## src/rtl/core/iorw_pkg.sv

```systemverilog
// Shared types and constants of the IRQ override redirection writer.
// No dependencies; used by iorw_table, iorw_search and the top level.
package iorw_pkg;

   // Input beat kinds.
   localparam logic KIND_LOAD  = 1'b0;
   localparam logic KIND_REMAP = 1'b1;

   // Configuration register indexes.
   localparam logic CSR_OVERRIDE_COUNT = 1'b0;
   localparam logic CSR_GSI_BASE       = 1'b1;

   // The legacy IRQ that is always level triggered on an override hit.
   localparam logic [7:0] IRQ_FORCED_LEVEL = 8'd11;

   // Redirection table register select of entry 0.
   localparam logic [7:0] REG_INDEX_BASE = 8'h10;

   // Override flag bits.
   localparam int FLAG_POL_BIT   = 1;
   localparam int FLAG_LEVEL_BIT = 3;

   // Redirection entry low word bits.
   localparam int WORD_POL_BIT  = 13;
   localparam int WORD_TRIG_BIT = 15;
   localparam int WORD_MASK_BIT = 16;

   // One override table entry. Only the low byte of the GSI is kept, since
   // only that byte reaches the register index.
   typedef struct packed {
      logic [7:0] irq;
      logic [7:0] gsi;
      logic       low_active;
      logic       level;
   } entry_type;

   // Outcome of one table search.
   typedef struct packed {
      logic       done;
      logic [7:0] gsi;
      logic       low_active;
      logic       level;
   } search_res_type;

   // Sequencer states of the search unit.
   typedef enum logic [1:0] {
      S_IDLE = 2'b01,
      S_SCAN = 2'b10
   } search_state_type;

   // Builds the low word of a redirection entry.
   function automatic logic [31:0] build_low_word(input logic [7:0] vector,
                                                  input logic       low_active,
                                                  input logic       level,
                                                  input logic       masked);
      logic [31:0] word;
      word                = 32'd0;
      word[7:0]           = vector;
      word[WORD_POL_BIT]  = low_active;
      word[WORD_TRIG_BIT] = level;
      word[WORD_MASK_BIT] = masked;
      return word;
   endfunction

endpackage

```

## src/rtl/core/iorw_table.sv

```systemverilog
// Override table memory: one write port, one registered read port.
// Depends on iorw_pkg for the entry type.
module iorw_table #(
   parameter int DEPTH = 16,
   parameter int AW    = 4
) (
   input  logic                clock,
   input  logic                wr_en,
   input  logic [AW-1:0]       wr_addr,
   input  iorw_pkg::entry_type wr_data,
   input  logic                rd_en,
   input  logic [AW-1:0]       rd_addr,
   output iorw_pkg::entry_type rd_data
);
   import iorw_pkg::*;

   entry_type mem [DEPTH];
   entry_type rd_data_ff;

   // Entries hold no reset value; the search must read only loaded entries, which the block itself does not enforce.
   always_ff @(posedge clock) begin
      if (wr_en) begin
         mem[wr_addr] <= wr_data;
      end
      if (rd_en) begin
         rd_data_ff <= mem[rd_addr];
      end
   end

   assign rd_data = rd_data_ff;

endmodule

```

## src/rtl/core/iorw_search.sv

```systemverilog
// Search sequencer: walks the override table one entry per cycle through a
// single compare and subtract unit. Depends on iorw_pkg.
module iorw_search #(
   parameter int MAX_OVERRIDES = 16,
   parameter int AW            = 4,
   parameter int CW            = 5
) (
   input  logic                     clock,
   input  logic                     reset,
   input  logic                     start,
   input  logic [7:0]               irq,
   input  logic [4:0]               override_count,
   input  logic [7:0]               gsi_base,
   output logic                     rd_en,
   output logic [AW-1:0]            rd_addr,
   input  iorw_pkg::entry_type      rd_data,
   output iorw_pkg::search_res_type result
);
   import iorw_pkg::*;

   search_state_type state_ff, state_in;
   logic [CW-1:0]    idx_ff, idx_in;
   logic [CW-1:0]    limit_ff, limit_in;
   logic             chk_ff, chk_in;
   search_res_type   result_ff, result_in;
   logic             issue;
   logic             match;

   // Entries beyond the table depth are never searched.
   always_comb begin
      if (32'(override_count) > MAX_OVERRIDES) begin
         limit_in = CW'(MAX_OVERRIDES);
      end else begin
         limit_in = CW'(override_count);
      end
   end

   // The compare sees the read data in the cycle after its address is issued.
   assign issue   = (state_ff == S_SCAN) && (idx_ff < limit_ff);
   assign rd_en   = issue;
   assign rd_addr = idx_ff[AW-1:0];
   assign match   = chk_ff && (rd_data.irq == irq);

   // Sequencer and the shared compare and subtract unit.
   always_comb begin
      state_in  = state_ff;
      idx_in    = idx_ff;
      chk_in    = 1'b0;
      result_in = result_ff;
      result_in.done = 1'b0;
      case (state_ff)
         S_IDLE: begin
            if (start) begin
               idx_in   = '0;
               state_in = S_SCAN;
            end
         end
         S_SCAN: begin
            chk_in = issue;
            if (issue) begin
               idx_in = CW'(idx_ff + 1'b1);
            end
            if (match) begin
               // First hit in table order wins.
               result_in.done       = 1'b1;
               result_in.gsi        = 8'(rd_data.gsi - gsi_base);
               result_in.low_active = rd_data.low_active;
               result_in.level      = (irq == IRQ_FORCED_LEVEL) ? 1'b1 : rd_data.level;
               chk_in               = 1'b0;
               state_in             = S_IDLE;
            end else if (!issue && !chk_ff) begin
               // No entry left: identity mapping, active high, edge.
               result_in.done       = 1'b1;
               result_in.gsi        = irq;
               result_in.low_active = 1'b0;
               result_in.level      = 1'b0;
               state_in             = S_IDLE;
            end
         end
         default: begin
            state_in = S_IDLE;
         end
      endcase
   end

   // Control state resets; the datapath fields do not.
   always_ff @(posedge clock) begin
      idx_ff               <= idx_in;
      result_ff.gsi        <= result_in.gsi;
      result_ff.low_active <= result_in.low_active;
      result_ff.level      <= result_in.level;
      if (start) begin
         limit_ff <= limit_in;
      end
      if (reset) begin
         state_ff       <= S_IDLE;
         chk_ff         <= 1'b0;
         result_ff.done <= 1'b0;
      end else begin
         state_ff       <= state_in;
         chk_ff         <= chk_in;
         result_ff.done <= result_in.done;
      end
   end

   assign result = result_ff;

endmodule

```

## src/rtl/core/irq_override_redirection_writer_unit.sv

```systemverilog
// Top level of the IRQ override redirection writer: input and result
// channels, configuration registers. Depends on iorw_pkg, iorw_table, iorw_search.
//
//   channel  direction  handshake             payload
//   req      in         req_valid/req_stall   kind slot irq entry_gsi entry_flags vector masked
//   rsp      out        rsp_valid/rsp_stall   reg_index reg_data last
//   csr      in         csr_wr_en             csr_index csr_wr_data
//
// A load beat writes the table directly. A remap beat reads the entries in table order
// through the single table port until the first hit, or for a miss until all m are read,
// m being the smaller of override_count and MAX_OVERRIDES; two result beats follow.
// Reset clears control state only; table entries are undefined until loaded.
// req_stall is high while a search runs or a result beat waits; rsp_stall holds a beat.
module irq_override_redirection_writer_unit #(
   parameter int MAX_OVERRIDES = 16
) (
   input  logic        clock,
   input  logic        reset,
   input  logic        req_valid,
   output logic        req_stall,
   input  logic        req_kind,
   input  logic [3:0]  req_slot,
   input  logic [7:0]  req_irq,
   input  logic [31:0] req_entry_gsi,
   input  logic [15:0] req_entry_flags,
   input  logic [7:0]  req_vector,
   input  logic        req_masked,
   output logic        rsp_valid,
   input  logic        rsp_stall,
   output logic [7:0]  rsp_reg_index,
   output logic [31:0] rsp_reg_data,
   output logic        rsp_last,
   input  logic        csr_wr_en,
   input  logic        csr_index,
   input  logic [31:0] csr_wr_data
);
   import iorw_pkg::*;

   localparam int AW = (MAX_OVERRIDES > 1) ? $clog2(MAX_OVERRIDES) : 1;
   localparam int CW = $clog2(MAX_OVERRIDES + 1);

   logic [4:0]     override_count_ff;
   logic [7:0]     gsi_base_ff;
   logic           busy_ff;
   logic [7:0]     irq_ff;
   logic [7:0]     vector_ff;
   logic           masked_ff;
   logic           rsp_valid_ff;
   logic           rsp_last_ff;
   logic [7:0]     rsp_reg_index_ff;
   logic [31:0]    rsp_reg_data_ff;
   logic           req_accept;
   logic           rsp_accept;
   logic           start;
   logic           tbl_wr_en;
   logic [AW-1:0]  tbl_wr_addr;
   entry_type      tbl_wr_data;
   logic           tbl_rd_en;
   logic [AW-1:0]  tbl_rd_addr;
   entry_type      tbl_rd_data;
   search_res_type search_res;

   assign req_stall  = busy_ff || rsp_valid_ff;
   assign req_accept = req_valid && !req_stall;
   assign rsp_accept = rsp_valid_ff && !rsp_stall;
   assign start      = req_accept && (req_kind == KIND_REMAP);

   // Configuration registers. Only the low byte of gsi_base reaches the index.
   always_ff @(posedge clock) begin
      if (reset) begin
         override_count_ff <= 5'd0;
         gsi_base_ff       <= 8'd0;
      end else if (csr_wr_en) begin
         case (csr_index)
            CSR_OVERRIDE_COUNT: override_count_ff <= csr_wr_data[4:0];
            CSR_GSI_BASE:       gsi_base_ff       <= csr_wr_data[7:0];
            default:            ;
         endcase
      end
   end

   // Load beats write the table directly; slots past the depth are dropped.
   assign tbl_wr_en              = req_accept && (req_kind == KIND_LOAD)
                                   && (32'(req_slot) < MAX_OVERRIDES);
   assign tbl_wr_addr            = AW'(req_slot);
   assign tbl_wr_data.irq        = req_irq;
   assign tbl_wr_data.gsi        = req_entry_gsi[7:0];
   assign tbl_wr_data.low_active = req_entry_flags[FLAG_POL_BIT];
   assign tbl_wr_data.level      = req_entry_flags[FLAG_LEVEL_BIT];

   iorw_table #(
      .DEPTH (MAX_OVERRIDES),
      .AW    (AW)
   ) u_table (
      .clock   (clock),
      .wr_en   (tbl_wr_en),
      .wr_addr (tbl_wr_addr),
      .wr_data (tbl_wr_data),
      .rd_en   (tbl_rd_en),
      .rd_addr (tbl_rd_addr),
      .rd_data (tbl_rd_data)
   );

   iorw_search #(
      .MAX_OVERRIDES (MAX_OVERRIDES),
      .AW            (AW),
      .CW            (CW)
   ) u_search (
      .clock          (clock),
      .reset          (reset),
      .start          (start),
      .irq            (irq_ff),
      .override_count (override_count_ff),
      .gsi_base       (gsi_base_ff),
      .rd_en          (tbl_rd_en),
      .rd_addr        (tbl_rd_addr),
      .rd_data        (tbl_rd_data),
      .result         (search_res)
   );

   // Remap payload held for the search and the first beat.
   always_ff @(posedge clock) begin
      if (start) begin
         irq_ff    <= req_irq;
         vector_ff <= req_vector;
         masked_ff <= req_masked;
      end
   end

   // Busy from remap accept until the search reports.
   always_ff @(posedge clock) begin
      if (reset) begin
         busy_ff <= 1'b0;
      end else if (start) begin
         busy_ff <= 1'b1;
      end else if (search_res.done) begin
         busy_ff <= 1'b0;
      end
   end

   // Result register: low word beat, then the zero high word beat.
   always_ff @(posedge clock) begin
      if (reset) begin
         rsp_valid_ff <= 1'b0;
      end else if (search_res.done) begin
         rsp_valid_ff <= 1'b1;
      end else if (rsp_accept && rsp_last_ff) begin
         rsp_valid_ff <= 1'b0;
      end
   end

   always_ff @(posedge clock) begin
      if (search_res.done) begin
         rsp_last_ff      <= 1'b0;
         rsp_reg_index_ff <= 8'(REG_INDEX_BASE + {search_res.gsi[6:0], 1'b0});
         rsp_reg_data_ff  <= build_low_word(vector_ff, search_res.low_active,
                                            search_res.level, masked_ff);
      end else if (rsp_accept && !rsp_last_ff) begin
         rsp_last_ff      <= 1'b1;
         rsp_reg_index_ff <= 8'(rsp_reg_index_ff + 8'd1);
         rsp_reg_data_ff  <= 32'd0;
      end
   end

   assign rsp_valid     = rsp_valid_ff;
   assign rsp_last      = rsp_last_ff;
   assign rsp_reg_index = rsp_reg_index_ff;
   assign rsp_reg_data  = rsp_reg_data_ff;

`ifndef NO_ASSERTIONS
   // A search never overlaps pending result beats.
   a_busy_excl: assert property (@(posedge clock) disable iff (reset)
      !(busy_ff && rsp_valid_ff))
      else $error("search running while result beats pending");

   // A finished search presents the first beat next cycle.
   a_first_beat: assert property (@(posedge clock) disable iff (reset)
      search_res.done |=> (rsp_valid_ff && !rsp_last_ff))
      else $error("search result not presented as first beat");

   // The final beat leaves the channel empty once taken.
   a_last_drains: assert property (@(posedge clock) disable iff (reset)
      (rsp_accept && rsp_last_ff) |=> !rsp_valid_ff)
      else $error("result channel not empty after final beat");

   // The second beat follows the first at the next register index.
   a_index_step: assert property (@(posedge clock) disable iff (reset)
      (rsp_accept && !rsp_last_ff) |=> (rsp_reg_index_ff == 8'($past(rsp_reg_index_ff) + 8'd1)))
      else $error("second beat index mismatch");
`endif

endmodule

```

## config.mk

```make
export PLATFORM = sky130hd
export DESIGN_NAME = irq_override_redirection_writer_unit
export DESIGN_NICKNAME = d
export VERILOG_FILES = /design/src/rtl/core/iorw_pkg.sv /design/src/rtl/core/iorw_table.sv /design/src/rtl/core/iorw_search.sv /design/src/rtl/core/irq_override_redirection_writer_unit.sv
export SDC_FILE = /design/constraint.sdc
export NUM_CORES = 1
export LEC_CHECK = 0
export BUFFER_PORTS_ARGS = -buffer_cell sky130_fd_sc_hd__buf_2
export CAP_MARGIN = 30
export CORE_ASPECT_RATIO = 0.6
export CORE_MARGIN = 10
export CORE_UTILIZATION = 53
export CTS_BUF_LIST = sky130_fd_sc_hd__clkbuf_8 sky130_fd_sc_hd__clkbuf_16
export DETAILED_ROUTE_END_ITERATION = 8
export PLACE_DENSITY = 0.75
export SLEW_MARGIN = 40
export SYNTH_ARGS = -nofsm -noshare
export SYNTH_HDL_FRONTEND = slang
export SYNTH_SLANG_ARGS = --single-unit
```

## constraint.sdc

```tcl
create_clock -name clock -period 2.4 [get_ports clock]
set_input_delay 0 -clock clock [delete_from_list [all_inputs] [get_ports clock]]
set_output_delay 0 -clock clock [all_outputs]
set_load 0.01 [all_outputs]
```

==> metrics.csv, run 1 <==
stage,metric,value,unit
pwr,p_comb_frac,0.052,
floorplan,placement_rows,46,
route,dr.pass1.iters,7,
synth,synthMuxAreaShare,0.1258,
sta,max_freq,453.3,MHz
cells_and_area,nNetsFinal,1061,
min_path,worstHoldPathCells,3,
synth,synth_top_family_by_area,multiplexers,
setup_path,critPathBufInv,1,
clock_tree,clock_path_buffers,3,
synth,synth_xor_area_frac,0.01260,
pwr,swShare,0.2042,
clock_tree,cts_tree,built,
route,drc,0,
clock_tree,numCtsBuffers,31,
synth,ys_ff_latch,363,
floorplan,io_pins,151,
status,status,completed,
floorplan,initial_core_util,0.5453,
sta,setup_tns,0,ps
synth,synth_ff_type,edfxtp_1,
placement,gp_congestion,0.8032,
synth,synth_area_per_cell,18.50,sq um
pwr,power_density,718.6,nW/um^2
clock_tree,htreeDepth,1,
route,avgViaCountPerCell,5.803,
clock_tree,cts.sinks,363,
placement,port_buffers,65,
setup_path,reg2regPathDepth,6,
route,postRouteAntennaNets,0,
synth,synth_compound_area_frac,0.03464,
setup_path,required,2660,ps
pwr,power.total,12.25,mW
synth,synthCells,789,
route,wl_per_cell,23.87,um
job,cap_violations,0,
route,dr.max_layer_used,met4,
cells_and_area,drive_gt1_frac,0.2237,
synth,synthSimpleGateAreaFrac,0.05058,
sta,finalClockSkew,10.32,ps
sta,slew_violations,0,
pwr,pwr-share-seq,0.573,
synth,synth-async-reset-ratio,0,
pwr,p_clk_frac,0.375,
global_route,grt_pass1_vias,7653,
setup_path,start_kind,flip-flop,
pwr,cellInternalPower,9.752,mW
route,wl,31.56,mm
sta,slew_headroom,0.6423,
placement,dpl.hpwl,19.09,mm
setup_path,worstPathMaxFanout,4,
setup_path,cp_slowest_cell,dlygate4sd3_1,
floorplan,die_height,148.5,um
global_route,grt_overflow_total,0,
synth,synthAdderAreaFrac,0.01252,
sta,period_minus_slack,2206,ps
setup_path,critical-path-top-delay-family,simple AND/OR/NAND/NOR gates,
global_route,antenna_found_initial,1,
clock_tree,clk_pin_slew_worst_paths,70,ps
pwr,p_leak,5.852,nW
synth,synth.cell_area,14590,sq um
global_route,track_usage,0.1832,
floorplan,die_w,234.2,um
synth,ys_seq_area_frac,0.7339,
sta,hold_ws,5.330,ps
route,wl_met2,14.16,mm
route,vias,7671,
synth,synth_warnings,0,
route,drtIter0Drc,875,
sta,setup_viol,0,
setup_path,crit_path_end_kind,flip-flop,
sta,fin_crit_sh,0.9191,
global_route,grt_max_degree,71,
route,wl_met1,14.24,mm
synth,synth-edff-count,344,
floorplan,core_area,26760,sq um
sta,worstMarginPinSlew,536.5,ps
setup_path,crit_arrival,2460,ps
setup_path,crit_type,flip-flop to flip-flop,
sta,rsz0062_at_grt,false,
setup_path,cp_common_cell,nor2_1,
cells_and_area,synthToLayoutAreaGrowth,16.85,%
sta,hold_violations,0,
synth,synth_cell_types,52,
pwr,irDropWorstVdd,0.0005433,V
pwr,p_sw,2.503,mW
clock_tree,cts_root_buffer,clkbuf_16,
clock_tree,clkLatencyLatePin,560,ps
floorplan,die_area,34790,sq um
setup_path,slowest_delay,660,ps
setup_path,cp_num_cells,6,
min_path,min-delay-path-class,input port to flip-flop,
setup_path,crit_chain,nor2_1 -> nand2_1 -> nor2_1 -> nand3_2 -> nor3_4 -> dlygate4sd3_1,
global_route,grt_pass1_wl,47.61,mm
route,dr_wl_met3,2.614,mm
cells_and_area,fin_util,0.6372,
[final timing paths]
check            startpoint                  end  slack, ps
max               rsp_valid  u_table.mem[12][16]        190
min             req_slot[2]  u_table.mem[15][17]          5
max reg2reg       rsp_valid  u_table.mem[12][16]        190
min reg2reg  gsi_base_ff[0]       gsi_base_ff[0]        470
[synthesized netlist by cell type (2+ instances only)]
master,instances,area (sq um)
o31a_1,2,17.52
buf_2,9,45.04
dfxtp_1,19,380.4
nand2b_1,7,43.79
xor2_1,7,61.31
ha_1,13,162.7
buf_1,2,7.510
nand4_1,3,18.77
edfxtp_1,344,10330
nor3_1,8,40.04
buf_12,2,40.04
buf_4,23,172.7
o21ai_0,6,30.03
and3_1,2,12.51
mux2i_1,24,240.2
mux4_2,54,1216
mux4_1,14,367.9
nand2_1,26,97.59
buf_6,4,45.04
a211oi_1,14,105.1
inv_1,17,63.81
nand3_1,17,85.08
and2_1,14,87.58
a211oi_2,3,37.54
o21a_1,3,22.52
clkbuf_1,15,56.30
a21oi_1,33,165.2
xnor2_1,14,122.6
a21o_1,3,22.52
nor2_1,36,135.1
o21ai_1,5,25.02
nor2b_1,25,156.4
a22o_1,2,17.52
[layer usage]
metal,GRT usage,up-vias
met5,0,-
met4,0.03887,0
met3,0.03780,43
met2,0.2709,314
met1,0.2756,3942
li1,-,3372
[worst register-to-register path, cell delays in order, from the launching register on]
cell	delay, ps
dfxtp_1	340
nor2_1	210
nand2_1	140
nor2_1	170
nand3_2	180
nor3_4	210
dlygate4sd3_1	660
[kinds of logic after synthesis]
| group | after synthesis |
|---|---|
| adder cells (fa/ha/maj) | 14 |
| flip-flops | 363 |
| buffers and inverters | 73 |
| multiplexers | 93 |
| XOR/XNOR | 21 |
| AO/OA/AOI/OAI | 78 |
| AND/OR/NAND/NOR | 146 |
| other | 1 |
[through the flow]
stage	setup WS [ps]	cells	instance area, sq um
finish	194.1	1322	17050
global route	51.26	1322	17050
CTS	83.16	1321	17040
detailed placement	147.1	1214	15610
global placement	210.8	1214	15610
floorplan	115.3	809	14690
[power groups by stage]
| stage | sequential (mW) | clock, mW | combinational (mW) |
|---|---|---|---|
| after floorplan | 7.16 | 0 | 0.358 |
| after global placement | 7.16 | 0 | 0.548 |
| after detailed placement | 7.16 | 0 | 0.563 |
| after CTS | 7.03 | 4.67 | 0.631 |
| after global routing | 7.03 | 4.92 | 0.688 |
| final | 7.03 | 4.60 | 0.633 |
[sequential cells by signal, summed over array words and instances (netlist names), 7 cells and up]
register,cells
rsp_reg_data,11
u_table.rd_data,17
gsi_base_ff,7
u_search.result,10
rsp_reg_index,8
vector_ff,8
irq_ff,8
u_table.mem,272
[layout by cell type, fill, tap and decap left out, types with 13 or more instances in the layout]
| cell type | n |
|---|---|
| a211oi_1 | 14 |
| a21oi_1 | 33 |
| and2_1 | 14 |
| buf_12 | 15 |
| buf_2 | 65 |
| buf_4 | 20 |
| clkbuf_16 | 31 |
| conb_1 | 21 |
| dfxtp_1 | 19 |
| dlygate4sd3_1 | 52 |
| edfxtp_1 | 344 |
| ha_1 | 13 |
| inv_1 | 33 |
| mux2i_1 | 24 |
| mux4_1 | 14 |
| mux4_2 | 54 |
| nand2_1 | 26 |
| nand3_1 | 16 |
| nor2_1 | 23 |
| nor2_2 | 13 |
| nor2b_1 | 25 |
| xnor2_1 | 14 |
[layout make-up]
type,count,area (sq um)
clock inverters,22,111.4
well taps,360,450.4
flip-flops and latches,363,10710
fillers,1820,9711
multi-input cells,373,3611
inverters,18,67.56
repair buffers,152,1296
diodes,1,2.502
clock buffers,33,803.3
[repair_timing]
action / CTS / global route
resized for setup: 0 / 1
endpoints found under the hold margin: 309 / 0
endpoints found under the setup margin: 0 / 3
hold buffers: 52 / 0
buffers inserted: 0 / 0
Power figures use the tool's default switching activity.
==> run 2: changes to the inputs <==
--- a/config.mk
+++ b/config.mk
@@ -6,7 +6,6 @@
 export NUM_CORES = 1
 export LEC_CHECK = 0
 export BUFFER_PORTS_ARGS = -buffer_cell sky130_fd_sc_hd__buf_2
-export CAP_MARGIN = 30
 export CORE_ASPECT_RATIO = 0.6
 export CORE_MARGIN = 10
 export CORE_UTILIZATION = 53
==> constraint.sdc (replaced) <==
create_clock -name clock -period 1.75 [get_ports clock]
set_input_delay 0 -clock clock [delete_from_list [all_inputs] [get_ports clock]]
set_output_delay 0 -clock clock [all_outputs]
set_load 0.01 [all_outputs]
==> run 2 against run 1 <==
The run now ends with setup timing left. Wire length is 7.6% higher. Clock-buffer cell count is 5 higher. Design area is 7.4% higher. Hold slack better by 89 ps. Flip-flop and latch count stayed put. Power is 47% higher. Clock skew is 6.1 ps higher. Sequential power is 37% higher.
==> metrics.csv, run 2 (synthesis gave the netlist of run 1 again) <==
stage,metric,value,unit
clock_tree,clock_path_buffers,3,
placement,dpl.hpwl,20.17,mm
placement,gp_congestion,0.8920,
sta,fin_crit_sh,1.120,
sta,max_freq,510.1,MHz
setup_path,crit_path_end,u_search.result[7],
setup_path,slowest_delay,500,ps
route,postRouteAntennaNets,0,
cells_and_area,largest_reg_flops,272,
clock_tree,htreeDepth,1,
cells_and_area,synthToLayoutAreaGrowth,25.53,%
setup_path,r2r-start,u_table.rd_data[3],
pwr,power_density,983.6,nW/um^2
pwr,irDropWorstVdd,0.0008522,V
clock_tree,cts_root_buffer,clkbuf_16,
placement,dp_slack,-230.3,ps
global_route,grt_overflow_total,0,
global_route,met1_usage,0.2870,
sta,period_minus_slack,1961,ps
cells_and_area,ff_latch_area,10710,sq um
sta,setup_viol,56,
setup_path,crit_path_end_kind,flip-flop,
pwr,p_leak,6.386,nW
setup_path,crit_type,flip-flop to flip-flop,
global_route,met3_usage,0.04331,
cells_and_area,stdcell_count,1389,
sta,final.setup.worst_slack,-210.6,ps
setup_path,cp_slowest_cell,edfxtp_1,
clock_tree,clkLatencyLatePin,580,ps
route,drc,0,
setup_path,crit_arrival,2280,ps
status,failed_checks,setup timing,
route,dr.pass1.iters,5,
cells_and_area,final_cell_mix,"344 x edfxtp_1, 65 x buf_2, 57 x mux4_2",
route,wl_per_cell,24.44,um
cells_and_area,nNetsFinal,1127,
placement,port_buffers,65,
min_path,min-delay-path-class,input port to flip-flop,
global_route,grt_pass1_vias,8010,
floorplan,core_area,26760,sq um
global_route,top_usage_layer,met2,
cells_and_area,layout_commonest_cell,edfxtp_1,
floorplan,die_area,34790,sq um
setup_path,crit_chain,ha_1 -> nor2b_4 -> o31a_1 -> mux2i_1 -> a21oi_2 -> a21o_1,
cells_and_area,fillers,1647,
floorplan,io_pins,151,
global_route,grt_util_met2,0.2895,
cells_and_area,multi_input_area,3916,sq um
sta,finalClockSkew,16.41,ps
setup_path,reg2regPathDepth,6,
floorplan,placement_rows,46,
setup_path,worstReg2RegEnd,u_search.result[7],
sta,slew_violations,0,
sta,rsz0062_at_grt,true,
route,vias,8006,
cells_and_area,fin_util,0.6845,
route,avgViaCountPerCell,5.764,
route,wl,33.95,mm
clock_tree,numCtsBuffers,31,
floorplan,die_w,234.2,um
global_route,grt_pass1_wl,50.17,mm
setup_path,required,2070,ps
setup_path,cp_num_cells,6,
clock_tree,clk_pin_slew_worst_paths,70,ps
setup_path,start_kind,flip-flop,
route,drtIter0Drc,769,
sta,hold_violations,0,
setup_path,critPathLaunch,u_table.rd_data[3],
floorplan,initial_core_util,0.5453,
cells_and_area,drive_gt1_frac,0.3304,
cells_and_area,top_register,u_table.mem,
global_route,antenna_found_initial,0,
clock_tree,cts.sinks,363,
floorplan,die_height,148.5,um
clock_tree,cts_tree,built,
global_route,grt_max_degree,37,
setup_path,worstPathMaxFanout,2,
placement,placedCellCount,1253,
status,status,finished with violations,
global_route,track_usage,0.1926,
setup_path,critical-path-top-delay-family,compound AO/OA/AOI/OAI gates,
setup_path,critPathBufInv,0,
setup_path,r2r_slack,-210,ps
cells_and_area,num_antenna_cells,0,
job,cap_violations,0,
[run 2: changes by cell type in the layout (fill, tap and decap cells not counted), moves of 6 or more]
cell	previous run	this run
buf_4	20	55
nor2_1	23	17
buf_6	0	14
nor2_4	0	7
inv_1	33	19
buf_12	15	28
[run 2: metrics by stage]
step | instance area, sq um | TNS, ps | total power, mW | hold WS [ps]
floorplan | 14840 | -2687 | 10.33 | 61.65
global placement | 16100 | -13860 | 10.63 | 176.2
detailed placement | 16100 | -23310 | 10.65 | 178.3
CTS | 18000 | -4470 | 18.03 | 65.79
global route | 18320 | -11100 | 18.54 | 93.76
finish | 18320 | -6579 | 18.02 | 94.35
[run 2: final cells by class]
cell class,instances,share of cell area
Timing Repair Buffer,218,0.1132
Clock inverter,19,0.01059
Multi-Input combinational cell,373,0.2138
Sequential cell,363,0.5847
Inverter,18,0.003688
Clock buffer,38,0.04945
Tap cell,360,0.02459
[run 2: report_power, final]
part / switching, mW / total (mW) / internal [mW]
clock: 3.10 / 7.36 / 4.26
sequential: 0.0460 / 9.64 / 9.59
combinational: 0.547 / 1.03 / 0.481
total: 3.69 / 18.0 / 14.3
[run 2: worst register-to-register path: cells and delay by family, from the launching register on]
kind            cells  cell delay, ps
fa+ha+maj           1             340
compound gates      3             540
simple gates        1             130
flops               1             500
mux                 1             200
[run 2: how the worst min path moves through the flow]
stage	start	endpoint	slack (ps)	cells past startpoint
5_1_grt	req_slot[3]	u_table.mem[10][3]	90	4
3_3_place_gp	req_vector[7]	vector_ff[7]	180	1
6_report	req_slot[0]	u_table.mem[8][1]	90	3
4_1_cts	req_slot[1]	u_table.mem[4][16]	70	3
2_1_floorplan	reset	rsp_valid	60	1
3_5_place_dp	req_vector[4]	vector_ff[4]	180	1
[run 2: repair_timing]
action                                  CTS  global route
buffers inserted                         11            13
gates resized for setup                  32            37
endpoints found under the setup margin  253           301
hold buffers                             52             0
cloned                                    1             2
endpoints found under the hold margin   310             0
pin swaps                                11            14
[run 2: routing by layer]
metal	wire length [um]	vias to the layer above
li1	-	3512
met5	0	-
met3	3010	45
met2	15560	341
met1	14870	4108
met4	501	0
